**src/rtl/core/pcwrl_ram.sv**
```systemverilog
// pcwrl_ram: generic single-write, single-read memory with registered read
// no dependencies
module pcwrl_ram #(
	parameter int WIDTH = 8,
	parameter int DEPTH = 256
) (
	input  logic                     clk,
	input  logic                     we,
	input  logic [$clog2(DEPTH)-1:0] waddr,
	input  logic [WIDTH-1:0]         wdata,
	input  logic                     re,
	input  logic [$clog2(DEPTH)-1:0] raddr,
	output logic [WIDTH-1:0]         rdata
);

	logic [WIDTH-1:0] mem [DEPTH];

	always_ff @(posedge clk) begin
		if (we) begin
			mem[waddr] <= wdata;
		end
		if (re) begin
			rdata <= mem[raddr];
		end
	end

endmodule

```
**config.mk**
```make
export PLATFORM = sky130hd
export DESIGN_NAME = pcwrl_ram
export DESIGN_NICKNAME = d
export VERILOG_FILES = /design/src/rtl/core/pcwrl_ram.sv
export SDC_FILE = /design/constraint.sdc
export NUM_CORES = 2
export LEC_CHECK = 0
export BUFFER_PORTS_ARGS = -buffer_cell sky130_fd_sc_hd__buf_2
export CAP_MARGIN = 20
export CORE_MARGIN = 10
export CORE_UTILIZATION = 60
export CTS_BUF_LIST = sky130_fd_sc_hd__clkbuf_8
export CTS_CLUSTER_DIAMETER = 30
export DETAILED_ROUTE_END_ITERATION = 10
export PLACE_DENSITY = 0.74
export SKIP_CTS_REPAIR_TIMING = 1
export SLEW_MARGIN = 20
export SYNTH_ARGS = -nofsm -noshare
export SYNTH_HDL_FRONTEND = slang
export SYNTH_SLANG_ARGS = --single-unit
export TNS_END_PERCENT = 100
```
**constraint.sdc**
```tcl
create_clock -name clk -period 2.3 [get_ports clk]
set_input_delay 0 -clock clk [delete_from_list [all_inputs] [get_ports clk]]
set_output_delay 0 -clock clk [all_outputs]
set_load 0.01 [all_outputs]
```
Word-level counts from Yosys, hierarchy flattened
Memories as Yosys holds them, arrays and structs flattened. A register that Yosys moved wholly into a read port is not among the register bits.
Index checks and enable logic that the tools add are counted.
{"block": "word_totals", "ram_bits": 2048, "out_inout_bits": 8, "elab_cells": 3, "regBits": 0, "memories": 1}
{"memory": "mem", "depth": 256, "width": 8, "rd": 1, "rd_ports_with_merged_regs": 1, "write_ports": 1, "line_no": "16", "text": "logic [WIDTH-1:0] mem [DEPTH];"}
{"block": "classes", "mux": 2}
{"operator": "1-bit 2-to-1 mux", "n": 2}

Depth between registers and ports, before layout
{"block": "logic_depth", "depth_word": 2, "depth_mapped": 11, "depth_no_buf": 6}

Least setup slack after synthesis
No wires, ideal clock.
{"block": "synth_timing", "kind": "input to register", "from": "input port raddr[0]", "to": "register rdata[2] (read register of mem), data pin", "setup_slack_ns": 0.224, "path_stages": 9, "setup_time_ns": 0.269, "t_arrival_ns": 1.807, "t_required_ns": 2.031, "cell_sequence": "buf_6 buf_12 buf_8 buf_2 mux4_2 a22oi_1 a21oi_1 nor4_1 nor4_2"}
{"element": "start, declared", "line_no": "12", "text": "input logic [$clog2(DEPTH)-1:0] raddr,"}
{"element": "end, declared", "line_no": "13", "text": "output logic [WIDTH-1:0] rdata"}

==> metrics <==
outcome=finished with violations; failing checks=setup timing; Hold Startpoint=wdata[3]; Syn Area/Cell=approximately 21 um^2; post-synthesis mux area share=14.6%; PD cells=872 mW/mm^2; Die Span Y=384 um; Area Overhead vs Synth=19.8%; syn_nets=3760; WL final=201000 um; Worst Path Class, Setup=flop to flop; final net count=4632; CTS Buf Count=between 300 and 400; Synth Area in Compound Gates=3.42%; Clock power frac=44.9%; max cap viols=0; layout cells sized above 1=roughly 36%; synthesized area=0.0796 mm^2; Seq pwr share=49.8%; initial DRC count=between 5000 and 6000; worst-path fanout max=1; Setup WS post-layout=-176 ps; H-tree Lvls=5; number of routed nets with antenna violations=0; Clock Latency Late Sink=1050 ps; Placeable Area=0.132 mm^2; GRT overflow=0; Yosys warning count=0; slowest cell on the critical path=nor4_4; CTS sink count=2056; commonest non-fill, non-tap cell in the layout=edfxtp_1; hold depth=2; WL/cell=30.1 um; fillers=7202; Fmax=around 400 MHz; commonest cells after routing, fill and taps aside=edfxtp_1, buf_4, mux4_2, clkbuf_8, nor2_1; maximum VDD drop=0.808 mV; Reg clk slew, reported paths=~60 ps; first-pass GRT wire length=294000 um; Max Buffers Root-to-Sink=4; leakage power=between 30 and 40 nW; GP Congestion=0.890; post-synthesis sequential area ratio=77.5%; worst slew pin tran=852 ps; Final Cycle Share=108%; Post-synth ARST share=0%; Synth Area in XOR/XNOR=0%; Worst R2R Path Depth=5; Post-Synth Adder-Cell Area=0%; final hold vios=0; max_slew headroom=43.2%; Setup-failing EPs final=8; maximum number of pins on one net before global-route repair=98; Top FF cell, synth=edfxtp_1; Pwr Total=83.1 mW; Period minus WS final=2480 ps; Hold Path Sink=mem[69][3]; Cell Rows=133; max-slew violation count=0; Worst EP required=3060 ps; internal cell power=65.1 mW; flop2flop setup slack=-180 ps; EDFF count, synth=2056; CP cell instances=mux4_2 > a22oi_1 > a21oi_1 > nor4_4 > nor4_2; RSZ-0062 raised after global routing=yes; vias per inst=between 6 and 7; Die Width=around 380 um; Crit. End Element=flop; Post-DP HPWL=about 130000 um; Synth Instances=3733; CTS root buf=clkbuf_8; IO Port Bufs=34; logic gate share of total power=5.3%; final cell count without fillers=6658; Reg area=0.0617 mm^2; worst r2r dst=rdata[7]; Residual DRC=0; Vias=43000; Post-Synth Simple-Gate Area=under 10%; Ports=35; initial antenna violation count=11; critical path's largest stage delay=650 ps; data arrival time of the worst path=3240 ps; total track usage=27.2%; main combinational cell family by area after synthesis=multiplexers; TritonRoute pass-1 iters=7; Starting Density=60.5%; Placed Cells=between 5000 and 6000; vias in the first global route=43500; synthesized flop and latch total=2056; setup slack at placement=-845 ps; Multi-input gate area=0.0168 mm^2; design area=0.0954 mm^2; synth unique cells=54; Clock Skew=91.8 ps; hold crit path type=primary input to flop; Min Hold Slack=16.3 ps; Area after DPL=a little under 0.09 mm^2; CTS tree=done; P_sw=about 18 mW; reg2reg start=mem[211][7]; Die ar.=0.148 mm^2; crit path launch type=flop; switching power share of the total=21.7%
critical path, delay by kind of cell (launching register included):
kind,cells,cell delay (ps)
compound gates,2,660
flops,1,360
mux,1,490
simple gates,2,750
how the worst max path moves through the flow:
| stage | startpoint | to | slack [ps] | cells after the start |
|---|---|---|---|---|
| 5_1_grt | mem[83][0] | rdata[0] | -210 | 6 |
| 4_1_cts | mem[211][3] | rdata[3] | -640 | 7 |
| 2_1_floorplan | raddr[0] | rdata[2] | 220 | 9 |
| 6_report | mem[211][7] | rdata[7] | -180 | 5 |
| 3_3_place_gp | raddr[0] | rdata[0] | -1280 | 9 |
| 3_5_place_dp | raddr[0] | rdata[3] | -850 | 9 |
layer usage:
layer  GRT usage [%]  vias up  routed length [um]
met1            37.2    22100               73300
li1                -    17600                   -
met3            7.02      465               22800
met4            10.9       10                7900
met2            42.4     2857               96700
met5               0        -                  69
flip-flops by register name (all words and copies together), names as in the netlist:
| register | flops |
|---|---|
| mem | 2048 |
| rdata | 8 |
metrics by stage:
| stage | util, % | TNS [ps] |
|---|---|---|
| after floorplan | - | 0 |
| after global placement | 65.8 | -6500 |
| after detailed placement | 65.8 | -5180 |
| after CTS | 72.0 | -3330 |
| after global routing | 72.5 | -1170 |
| final | 72.5 | -879 |
layout make-up:
cell class	instances	area share [%]
Antenna cell	2	0.00525
Clock buffer	394	5.69
Clock inverter	292	2.89
Inverter	2	0.00787
Multi-Input combinational cell	1442	17.7
Sequential cell	2056	64.7
Tap cell	1755	2.30
Timing Repair Buffer	715	6.72
cell usage after synthesis, types with 13 or more instances:
cell type / n / share of area [%]
a211oi_1: 16 / 0.15
a21oi_1: 96 / 0.60
a221oi_1: 13 / 0.14
a22oi_1: 133 / 1.3
buf_1: 22 / 0.10
buf_2: 31 / 0.19
buf_4: 27 / 0.25
buf_6: 21 / 0.30
buf_8: 13 / 0.25
clkbuf_1: 111 / 0.52
edfxtp_1: 2056 / 78
mux2i_1: 134 / 1.7
mux4_2: 454 / 13
nand2_1: 33 / 0.16
nand3_1: 34 / 0.21
nor2_1: 282 / 1.3
nor2b_1: 31 / 0.24
nor3_1: 22 / 0.14
nor4_1: 24 / 0.19
o221ai_1: 46 / 0.51
o22ai_1: 28 / 0.22
kinds of logic (layout without fill, tap and decap cells):
| family | Yosys count | count (layout) |
|---|---|---|
| flops | 2056 | 2056 |
| mux | 591 | 591 |
| simple gates | 466 | 466 |
| compound gates | 385 | 385 |
| buf+inv | 235 | 1403 |
| other cells | 0 | 2 |
power by group through the flow:
stage	sequential, mW	combinational (mW)	clock [mW]
after floorplan	42.2	2.01	0
after global placement	42.1	4.10	0
after detailed placement	42.2	4.19	0
after CTS	41.4	4.21	37.7
after global routing	41.4	4.58	39.6
final	41.4	4.38	37.4
No activity file was read; power rests on OpenSTA's default activity.
